==> src/design/assert_macros.svh <==
// ----------------------------------------------------------------------------
// Assertion macros
// Shared concurrent assertion shorthands for the peak detector, clocked on
// clk_i and disabled while rst_ni is low.
// ----------------------------------------------------------------------------
`ifndef ASSERT_MACROS_SVH
`define ASSERT_MACROS_SVH

// Same-cycle implication.
`define WPD_ASSERT_NOW(name, ante, cons) \
  name: assert property (@(posedge clk_i) disable iff (!rst_ni) (ante) |-> (cons)) \
    else $error("assertion failed");

// Next-cycle implication.
`define WPD_ASSERT_NEXT(name, ante, cons) \
  name: assert property (@(posedge clk_i) disable iff (!rst_ni) (ante) |=> (cons)) \
    else $error("assertion failed");

`endif

==> src/design/wpd_pkg.sv <==
// ----------------------------------------------------------------------------
// Waveform peak detector package
// Widths, register indexes and the beat types shared by the detector modules.
// ----------------------------------------------------------------------------
package wpd_pkg;

  localparam int unsigned SampleW    = 16;
  localparam int unsigned MaxRecLen  = 4096;
  localparam int unsigned IdxW       = $clog2(MaxRecLen);
  localparam int unsigned WidthW     = $clog2(MaxRecLen + 1);
  localparam logic [IdxW-1:0] IdxMax = IdxW'(MaxRecLen - 1);

  localparam logic signed [SampleW-1:0] HeightThrReset = 16'sd4;
  localparam logic [WidthW-1:0]         WidthThrReset  = '0;

  typedef enum logic [0:0] {
    RegHeightThr = 1'b0,
    RegWidthThr  = 1'b1
  } wpd_reg_e;

  typedef struct packed {
    logic signed [SampleW-1:0] sample;
    logic                      last_sample;
  } wpd_beat_t;

  typedef struct packed {
    logic [IdxW-1:0]           peak_position;
    logic signed [SampleW-1:0] peak_height;
    logic [WidthW-1:0]         peak_width;
  } wpd_peak_t;

endpackage

==> src/design/wpd_stream_if.sv <==
// ----------------------------------------------------------------------------
// Peak detector stream interfaces
// Valid/ready channels for sample beats in and peak beats out.
// ----------------------------------------------------------------------------
interface wpd_sample_if;
  logic                               valid;
  logic                               ready;
  logic signed [wpd_pkg::SampleW-1:0] sample;
  logic                               last_sample;

  modport source (output valid, output sample, output last_sample, input ready);
  modport sink (input valid, input sample, input last_sample, output ready);
endinterface

interface wpd_peak_if;
  logic                               valid;
  logic                               ready;
  logic [wpd_pkg::IdxW-1:0]           peak_position;
  logic signed [wpd_pkg::SampleW-1:0] peak_height;
  logic [wpd_pkg::WidthW-1:0]         peak_width;

  modport source (output valid, output peak_position, output peak_height,
                  output peak_width, input ready);
  modport sink (input valid, input peak_position, input peak_height,
                input peak_width, output ready);
endinterface

==> src/design/wpd_in_stage.sv <==
// ----------------------------------------------------------------------------
// Peak detector input register
// Captures one sample beat and holds it until the detector core takes it.
// ----------------------------------------------------------------------------
module wpd_in_stage (
  input  logic               clk_i,
  input  logic               rst_ni,
  wpd_sample_if.sink         in_sample,
  output logic               s1_valid_o,
  output wpd_pkg::wpd_beat_t s1_beat_o,
  input  logic               s1_ready_i
);

  logic               valid_q;
  wpd_pkg::wpd_beat_t beat_q;
  logic               take;

  assign in_sample.ready = !valid_q || s1_ready_i;
  assign take            = in_sample.ready;

  always_ff @(posedge clk_i or negedge rst_ni) begin
    if (!rst_ni) begin
      valid_q <= 1'b0;
    end else if (take) begin
      valid_q <= in_sample.valid;
    end
  end

  always_ff @(posedge clk_i) begin
    if (take && in_sample.valid) begin
      beat_q.sample      <= in_sample.sample;
      beat_q.last_sample <= in_sample.last_sample;
    end
  end

  assign s1_valid_o = valid_q;
  assign s1_beat_o  = beat_q;

endmodule

==> src/design/wpd_core.sv <==
// ----------------------------------------------------------------------------
// Peak detector core
// Holds the thresholds and the per-record run state, and decides for each
// sample beat whether a peak closes and passes both thresholds.
// ----------------------------------------------------------------------------
module wpd_core (
  input  logic                         clk_i,
  input  logic                         rst_ni,
  input  logic                         cfg_we_i,
  input  wpd_pkg::wpd_reg_e            cfg_index_i,
  input  logic [wpd_pkg::SampleW-1:0]  cfg_data_i,
  input  logic                         s1_valid_i,
  input  wpd_pkg::wpd_beat_t           s1_beat_i,
  input  logic                         out_free_i,
  output logic                         fire_o,
  output logic                         res_valid_o,
  output wpd_pkg::wpd_peak_t           res_o
);

  logic signed [wpd_pkg::SampleW-1:0] height_thr_q;
  logic [wpd_pkg::WidthW-1:0]         width_thr_q;

  logic signed [wpd_pkg::SampleW-1:0] prev_value_q;
  logic                               prev_rising_q;
  logic [wpd_pkg::IdxW-1:0]           idx_q;
  logic [wpd_pkg::IdxW-1:0]           rise_start_q;
  logic                               pend_q;
  logic [wpd_pkg::IdxW-1:0]           pend_pos_q;
  logic signed [wpd_pkg::SampleW-1:0] pend_height_q;
  logic [wpd_pkg::IdxW-1:0]           pend_left_q;

  logic                               fire;
  logic                               first;
  logic                               last;
  logic signed [wpd_pkg::SampleW-1:0] v;
  logic                               rising;
  logic                               falling;
  logic [wpd_pkg::IdxW-1:0]           kprev;
  logic                               close_pend;
  logic                               close_new;
  logic                               open_pend;
  logic [wpd_pkg::IdxW-1:0]           sel_pos;
  logic signed [wpd_pkg::SampleW-1:0] sel_height;
  logic [wpd_pkg::IdxW-1:0]           sel_left;
  logic [wpd_pkg::IdxW-1:0]           sel_right;
  logic [wpd_pkg::WidthW-1:0]         width;

  assign fire    = s1_valid_i && out_free_i;
  assign v       = s1_beat_i.sample;
  assign last    = s1_beat_i.last_sample;
  assign first   = (idx_q == '0);
  assign rising  = v > prev_value_q;
  assign falling = prev_value_q > v;
  assign kprev   = idx_q - wpd_pkg::IdxW'(1);

  assign close_pend = !first && pend_q && (!falling || last);
  assign close_new  = !first && prev_rising_q && falling && last;
  assign open_pend  = !first && prev_rising_q && falling && !last;

  always_comb begin
    if (pend_q) begin
      sel_pos    = pend_pos_q;
      sel_height = pend_height_q;
      sel_left   = pend_left_q;
      sel_right  = falling ? idx_q : kprev;
    end else begin
      sel_pos    = kprev;
      sel_height = prev_value_q;
      sel_left   = rise_start_q;
      sel_right  = idx_q;
    end
    if (sel_right >= sel_left) begin
      width = {1'b0, sel_right} - {1'b0, sel_left} + wpd_pkg::WidthW'(1);
    end else begin
      width = wpd_pkg::WidthW'(1);
    end
  end

  assign fire_o      = fire;
  assign res_valid_o = fire && (close_pend || close_new) &&
                       (sel_height >= height_thr_q) && (width >= width_thr_q);
  assign res_o.peak_position = sel_pos;
  assign res_o.peak_height   = sel_height;
  assign res_o.peak_width    = width;

  always_ff @(posedge clk_i or negedge rst_ni) begin
    if (!rst_ni) begin
      height_thr_q <= wpd_pkg::HeightThrReset;
      width_thr_q  <= wpd_pkg::WidthThrReset;
    end else if (cfg_we_i) begin
      case (cfg_index_i)
        wpd_pkg::RegHeightThr: height_thr_q <= cfg_data_i;
        wpd_pkg::RegWidthThr:  width_thr_q  <= cfg_data_i[wpd_pkg::WidthW-1:0];
        default: ;
      endcase
    end
  end

  always_ff @(posedge clk_i or negedge rst_ni) begin
    if (!rst_ni) begin
      prev_value_q  <= '0;
      prev_rising_q <= 1'b0;
      idx_q         <= '0;
      rise_start_q  <= '0;
      pend_q        <= 1'b0;
      pend_pos_q    <= '0;
      pend_height_q <= '0;
      pend_left_q   <= '0;
    end else if (fire) begin
      prev_value_q <= v;
      if (last) begin
        idx_q         <= '0;
        prev_rising_q <= 1'b0;
        rise_start_q  <= '0;
        pend_q        <= 1'b0;
      end else begin
        if (idx_q < wpd_pkg::IdxMax) begin
          idx_q <= idx_q + wpd_pkg::IdxW'(1);
        end
        if (first) begin
          prev_rising_q <= 1'b0;
          rise_start_q  <= '0;
          pend_q        <= 1'b0;
        end else begin
          prev_rising_q <= rising;
          if (rising && !prev_rising_q) begin
            rise_start_q <= kprev;
          end
          if (open_pend) begin
            pend_q        <= 1'b1;
            pend_pos_q    <= kprev;
            pend_height_q <= prev_value_q;
            pend_left_q   <= rise_start_q;
          end else if (close_pend) begin
            pend_q <= 1'b0;
          end
        end
      end
    end
  end

endmodule

==> src/design/wpd_out_stage.sv <==
// ----------------------------------------------------------------------------
// Peak detector result register
// Holds one peak beat until the downstream side takes it.
// ----------------------------------------------------------------------------
module wpd_out_stage (
  input  logic               clk_i,
  input  logic               rst_ni,
  input  logic               res_valid_i,
  input  wpd_pkg::wpd_peak_t res_i,
  output logic               free_o,
  wpd_peak_if.source         out_peak
);

  logic               valid_q;
  wpd_pkg::wpd_peak_t res_q;

  assign free_o = !valid_q || out_peak.ready;

  always_ff @(posedge clk_i or negedge rst_ni) begin
    if (!rst_ni) begin
      valid_q <= 1'b0;
    end else if (res_valid_i) begin
      valid_q <= 1'b1;
    end else if (out_peak.ready) begin
      valid_q <= 1'b0;
    end
  end

  always_ff @(posedge clk_i) begin
    if (res_valid_i) begin
      res_q <= res_i;
    end
  end

  assign out_peak.valid         = valid_q;
  assign out_peak.peak_position = res_q.peak_position;
  assign out_peak.peak_height   = res_q.peak_height;
  assign out_peak.peak_width    = res_q.peak_width;

endmodule

==> src/design/waveform_peak_detector_unit.sv <==
// ----------------------------------------------------------------------------
// Waveform peak detector
// Streaming local-maximum detector that reports position, height and width
// of each peak once its right edge is known and both thresholds are met.
// ----------------------------------------------------------------------------
//  Channel     Direction  Beat contents
//  in_sample   sink       sample, last_sample
//  out_peak    source     peak_position, peak_height, peak_width
//  cfg         write      cfg_we_i, cfg_index_i, cfg_data_i
//
//  One sample beat is taken every cycle while the input register is not held
//  back; an accepted sample passes through the input register, the single
//  compare stage and the result register before its peak beat appears.
//  Reset clears the thresholds to their defaults and the record state.
//  A stalled result register holds back the input register, and input
//  stalls only while both are full.
// ----------------------------------------------------------------------------
`include "assert_macros.svh"

module waveform_peak_detector_unit (
  input  logic                        clk_i,
  input  logic                        rst_ni,
  input  logic                        cfg_we_i,
  input  wpd_pkg::wpd_reg_e           cfg_index_i,
  input  logic [wpd_pkg::SampleW-1:0] cfg_data_i,
  wpd_sample_if.sink                  in_sample,
  wpd_peak_if.source                  out_peak
);

  logic               s1_valid;
  wpd_pkg::wpd_beat_t s1_beat;
  logic               out_free;
  logic               fire;
  logic               res_valid;
  wpd_pkg::wpd_peak_t res;
  logic               width_in_range;

  wpd_in_stage u_in_stage (
    .clk_i      (clk_i),
    .rst_ni     (rst_ni),
    .in_sample  (in_sample),
    .s1_valid_o (s1_valid),
    .s1_beat_o  (s1_beat),
    .s1_ready_i (out_free)
  );

  wpd_core u_core (
    .clk_i       (clk_i),
    .rst_ni      (rst_ni),
    .cfg_we_i    (cfg_we_i),
    .cfg_index_i (cfg_index_i),
    .cfg_data_i  (cfg_data_i),
    .s1_valid_i  (s1_valid),
    .s1_beat_i   (s1_beat),
    .out_free_i  (out_free),
    .fire_o      (fire),
    .res_valid_o (res_valid),
    .res_o       (res)
  );

  wpd_out_stage u_out_stage (
    .clk_i       (clk_i),
    .rst_ni      (rst_ni),
    .res_valid_i (res_valid),
    .res_i       (res),
    .free_o      (out_free),
    .out_peak    (out_peak)
  );

  assign width_in_range = (out_peak.peak_width != '0) &&
                          (out_peak.peak_width <= wpd_pkg::WidthW'(wpd_pkg::MaxRecLen));

  `WPD_ASSERT_NOW(a_width_range, out_peak.valid, width_in_range)
  `WPD_ASSERT_NOW(a_result_needs_fire, res_valid, fire)
  `WPD_ASSERT_NEXT(a_stage_holds, s1_valid && !out_free, s1_valid && $stable(s1_beat))
  `WPD_ASSERT_NEXT(a_no_spurious_peak, !out_peak.valid && !res_valid, !out_peak.valid)

endmodule
==> src/flat_wrapper.sv <==
// flat-port wrapper written by rule: the top's interface ports become plain ports
module waveform_peak_detector_unit_flat 
  (clk_i, rst_ni, cfg_we_i, cfg_index_i, cfg_data_i, in_sample_valid, in_sample_sample, in_sample_last_sample, in_sample_ready, out_peak_valid, out_peak_peak_position, out_peak_peak_height, out_peak_peak_width, out_peak_ready);
  wpd_sample_if in_sample_i ();
  wpd_peak_if out_peak_i ();
  input  logic clk_i;
  input  logic rst_ni;
  input  logic cfg_we_i;
  input  wpd_pkg::wpd_reg_e cfg_index_i;
  input  logic [wpd_pkg::SampleW-1:0] cfg_data_i;
  input wire logic [$bits(in_sample_i.valid)-1:0] in_sample_valid;
  input wire logic [$bits(in_sample_i.sample)-1:0] in_sample_sample;
  input wire logic [$bits(in_sample_i.last_sample)-1:0] in_sample_last_sample;
  output wire logic [$bits(in_sample_i.ready)-1:0] in_sample_ready;
  output wire logic [$bits(out_peak_i.valid)-1:0] out_peak_valid;
  output wire logic [$bits(out_peak_i.peak_position)-1:0] out_peak_peak_position;
  output wire logic [$bits(out_peak_i.peak_height)-1:0] out_peak_peak_height;
  output wire logic [$bits(out_peak_i.peak_width)-1:0] out_peak_peak_width;
  input wire logic [$bits(out_peak_i.ready)-1:0] out_peak_ready;
  assign in_sample_i.valid = in_sample_valid;
  assign in_sample_i.sample = in_sample_sample;
  assign in_sample_i.last_sample = in_sample_last_sample;
  assign in_sample_ready = in_sample_i.ready;
  assign out_peak_valid = out_peak_i.valid;
  assign out_peak_peak_position = out_peak_i.peak_position;
  assign out_peak_peak_height = out_peak_i.peak_height;
  assign out_peak_peak_width = out_peak_i.peak_width;
  assign out_peak_i.ready = out_peak_ready;
  waveform_peak_detector_unit u_core (.clk_i(clk_i), .rst_ni(rst_ni), .cfg_we_i(cfg_we_i), .cfg_index_i(cfg_index_i), .cfg_data_i(cfg_data_i), .in_sample(in_sample_i), .out_peak(out_peak_i));
endmodule
==> config.mk <==
export PLATFORM = sky130hd
export DESIGN_NAME = waveform_peak_detector_unit_flat
export DESIGN_NICKNAME = d
export VERILOG_FILES = /design/src/design/wpd_pkg.sv /design/src/design/wpd_stream_if.sv /design/src/design/wpd_in_stage.sv /design/src/design/wpd_core.sv /design/src/design/wpd_out_stage.sv /design/src/design/waveform_peak_detector_unit.sv /design/src/flat_wrapper.sv
export VERILOG_INCLUDE_DIRS = /design/src /design/src/design
export SDC_FILE = /design/constraint.sdc
export NUM_CORES = 1
export LEC_CHECK = 0
export BUFFER_PORTS_ARGS = -buffer_cell sky130_fd_sc_hd__clkbuf_2
export CAP_MARGIN = 25
export CORE_ASPECT_RATIO = 1.1
export CORE_UTILIZATION = 28
export CTS_BUF_LIST = sky130_fd_sc_hd__clkbuf_8
export DETAILED_ROUTE_END_ITERATION = 16
export GPL_ROUTABILITY_DRIVEN = 1
export PLACE_DENSITY_LB_ADDON = 0.2
export SLEW_MARGIN = 30
export SYNTH_ARGS = -nofsm -noshare
export SYNTH_HDL_FRONTEND = slang
export SYNTH_HIERARCHICAL = 1
export SYNTH_SLANG_ARGS = --single-unit
export TNS_END_PERCENT = 50
==> constraint.sdc <==
create_clock -name clk_i -period 12.9 [get_ports clk_i]
set_input_delay 1.29 -clock clk_i [delete_from_list [all_inputs] [get_ports clk_i]]
set_output_delay 1.29 -clock clk_i [all_outputs]
set_load 0.005 [all_outputs]
==> results.md <==
* Status: complete, no violations
* Final period utilization at 52.3%
* IR Drop Worst-Case VDD at 89.2 µV
* Pins Over Slew Limit at 0
* Largest cells by area after synthesis: dfrtp_1 31%, edfxtp_1 19%, ha_1 9.8%
* Area growth syn-to-layout at 13.5%
* Clock Skews at 0.0266 ns
* Hold Buf Count CTS at 0
* Register bit total from synthesis at 171
* Detailed-placement wirelength estimate at 15.1 mm
* Horizontal die dimension at 172 µm
* Maximum number of pins on one net before global-route repair at 67
* Top achievable clock speed at 148 MHz
* Headroom to the max-slew limit at 37.9%
* Cell type with the largest total area after synthesis: dfrtp_1
* DR vias at 5744
* Count of final setup violators at 0
* Yosys warns at 6
* Cell Area, Synth at 8950 µm²
* Critical path class: flop to flop
* Setup tns final at 0 ns
* DRC violation count after routing at 0
* Number of buffers between clock root and the deepest sink at 2
* Number of antenna violations at the first check in global routing at 0
* Diodes inserted at 0
* Insertion delay to the later sink of the worst-skew pair at 0.49 ns
* Worst-margin pin slew at 0.929 ns
* CTS tree: built
* Io pins at 82
* Overall power at 1710 µW
* Average wire per standard cell at 15.6 µm
* Overall global routing resource usage at 13.5%
* Synthesized instance count at 797
* Reg2reg path depth at 32
* Setup crit start kind: flop
* Hold Startpoint: u_core/u_core/pend_height_q[0]
* Die height at 189 µm
* Layout net count at 985
* Routability cong. at 0.748
* Number of vias per cell after detailed routing at 4.41
* Count of routing violations after the opening detailed-route iteration at 277
* Row count at 68
* Crit path arrival time at 7.13 ns
* Synth top cells by count: 112 x dfrtp_1, 88 x nand2_1, 75 x inv_1, 75 x o21ai_0, 70 x ha_1
* Worst hold stages at 2
* Worst endpoint required time at 13.28 ns
* Syn nets at 912
* Standard cell with the maximum stage delay on the critical path: or4_1
* Worst reg2reg setup slack at 6.15 ns
* Top flip-flop cell by instance count after synthesis: dfrtp_1
* Buffers on Ports at 81
* CTS Root Cell: clkbuf_8
* Max-Cap Viols at 0
* Antenna Nets Post-Route at 0
* Layout cells sized above 1 at 22.4%
* Number of H-tree levels at 4
* Clock slew seen by the registers of the worst setup and hold paths at 0.11 ns
* Starting Density at 28.5%
* Proportion of register bits with asynchronous set or reset after synthesis at 66.1%
* Kind of path behind the tightest hold check: flop to flop
* Number of unique standard cell types used by synthesis at 56
* Fill cell count at 3208
* Terminating pin of the worst hold path: u_core/u_core/pend_height_q[0]
* Global route total overflow at 0
* Dominant cell by count in the synthesized netlist: dfrtp_1
* Total clock buffers created by CTS at 17
* Via count of the first global-routing pass at 5891
* Number of setup buffers added after CTS at 0
* Sequential area share after synthesis at 51.1%
* Reg2reg end: u_core/u_out_stage/out_peak.valid
* Gates resized, CTS repair at 0
* Average instance area after synthesis at 11.2 µm²
* Reg-to-reg startpoint: u_core/u_core/prev_value_q[8]
* Final worst path period need at 6.75 ns
* Crit-path max cell delay at 0.50 ns
* Pre-Repair DR Iteration Count at 4
* Power per unit of standard cell area at 169 nW/µm²
* Sum of routed wire length over all layers at 20.3 mm
* Hold violation count in the final report at 0
* Unrepaired setup endpoints after global routing: false
* DIE AREA at 32700 µm²
* Leak at 0.00468 µW
* Wire length of the first global-routing pass at 32.9 mm
* Clock Sink Count at 171
* Core outline area at 31400 µm²
* Largest fanout on the critical path at 26
* Category of the worst setup path capture point: flop
* Number of synthesized flops with an enable pin at 58
* Fraction of synthesized cell area taken by the top area cell type at 31.3%
==> sequential cells by signal (all words and copies together) (netlist names), 12 cells and up <==
| signal | flops |
|---|---|
| u_core/u_core/rise_start_q | 12 |
| u_core/u_core/pend_height_q | 16 |
| u_core/u_core/pend_left_q | 12 |
| u_core/u_core/width_thr_q | 13 |
| u_core/u_core/pend_pos_q | 12 |
| u_core/u_core/prev_value_q | 16 |
| u_core/u_core/height_thr_q | 16 |
| u_core/u_in_stage/s1_beat_o | 17 |
| u_core/u_out_stage/out_peak.peak_position | 12 |
| u_core/u_core/idx_q | 12 |
| u_core/u_out_stage/out_peak.peak_width | 13 |
| u_core/u_out_stage/out_peak.peak_height | 16 |
==> worst max-delay path: cells and delay by family (launching register included) <==
family	cells	cell delay, ns
buffers and inverters	3	0.41
flip-flops	1	0.42
adder cells (fa/ha/maj)	4	1.12
XOR/XNOR	1	0.20
AO/OA/AOI/OAI	14	2.40
AND/OR/NAND/NOR	10	2.06
==> stage by stage <==
step                      setup WS, ns  hold WS (ns)  instances  instance area (µm²)  utilization, %
after floorplan                   3.28         0.445        797                 8950               -
after global placement            6.14         0.459       1271                 9760            31.1
after detailed placement          6.13         0.471       1271                 9760            31.1
after CTS                         6.05         0.493       1303                10200            32.3
after global routing              5.44         0.516       1303                10200            32.3
final                             6.15         0.491       1303                10200            32.3
==> cell usage in the layout (no fill, tap or decap), types with 6 or more instances in the layout <==
master    count
mux2i_1      11
or3_1         7
xnor2_1      13
clkbuf_2     80
fa_1          6
dfrtp_1     112
nor2_1       31
nor3_1       10
mux2_2       67
inv_1        76
o21ai_0      75
nor2b_1      11
nand4_1       8
a21oi_1      21
edfxtp_1     58
clkbuf_8     17
ha_1         70
xor2_1       23
a21o_1       10
nand2b_1      8
nand2_1      88
nand3_1       8
==> cell families (layout without fill, tap and decap cells) <==
group | count (synthesis) | in the layout | synth area share [%]
AOI/OAI and AO/OA | 132 | 132 | 8.50
xor gates and xnor gates | 36 | 36 | 3.52
adders and majority gates | 76 | 76 | 11.1
buffers and inverters | 107 | 193 | 5.02
DFF | 171 | 171 | 51.1
and+or+nand+nor | 196 | 196 | 10.8
muxes | 79 | 79 | 9.92
==> power breakdown <==
part           internal, µW  switching [µW]  leakage [µW]
registers               661            42.6       0.00201
logic                   269             364       0.00248
clock network           144             233      0.000199
total                  1070             640       0.00468
==> cell type report <==
type                    instances  area (µm²)  area share (%)
clock buffers                  17         234            2.30
flip-flops and latches        171        4570            45.0
well taps                     420         526            5.17
inverters                      75         282            2.77
clock inverters                15         154            1.52
multi-input cells             519        3940            38.8
repair buffers                 86         449            4.42
==> worst max path at each step <==
stage | slack [ns] | depth (start not counted) | end | start
2_1_floorplan | 3.28 | 25 | u_core/u_out_stage/out_peak.valid | u_core/u_core/prev_value_q[5]
3_3_place_gp | 6.14 | 32 | u_core/u_out_stage/out_peak.valid | u_core/u_core/prev_value_q[8]
3_5_place_dp | 6.13 | 32 | u_core/u_out_stage/out_peak.valid | u_core/u_core/prev_value_q[8]
4_1_cts | 6.05 | 32 | u_core/u_out_stage/out_peak.valid | u_core/u_core/prev_value_q[8]
5_1_grt | 5.44 | 32 | u_core/u_out_stage/out_peak.valid | u_core/u_core/prev_value_q[8]
6_report | 6.15 | 32 | u_core/u_out_stage/out_peak.valid | u_core/u_core/prev_value_q[8]
==> metal layers <==
layer	part of all wire [%]	vias up	global-route usage [%]
li1	-	2901	-
met1	51	2744	19.1
met2	45	88	20.4
met3	3.1	11	2.84
met4	1.1	0	4.05
met5	0	-	0
No activity file was read; power rests on OpenSTA's default activity.
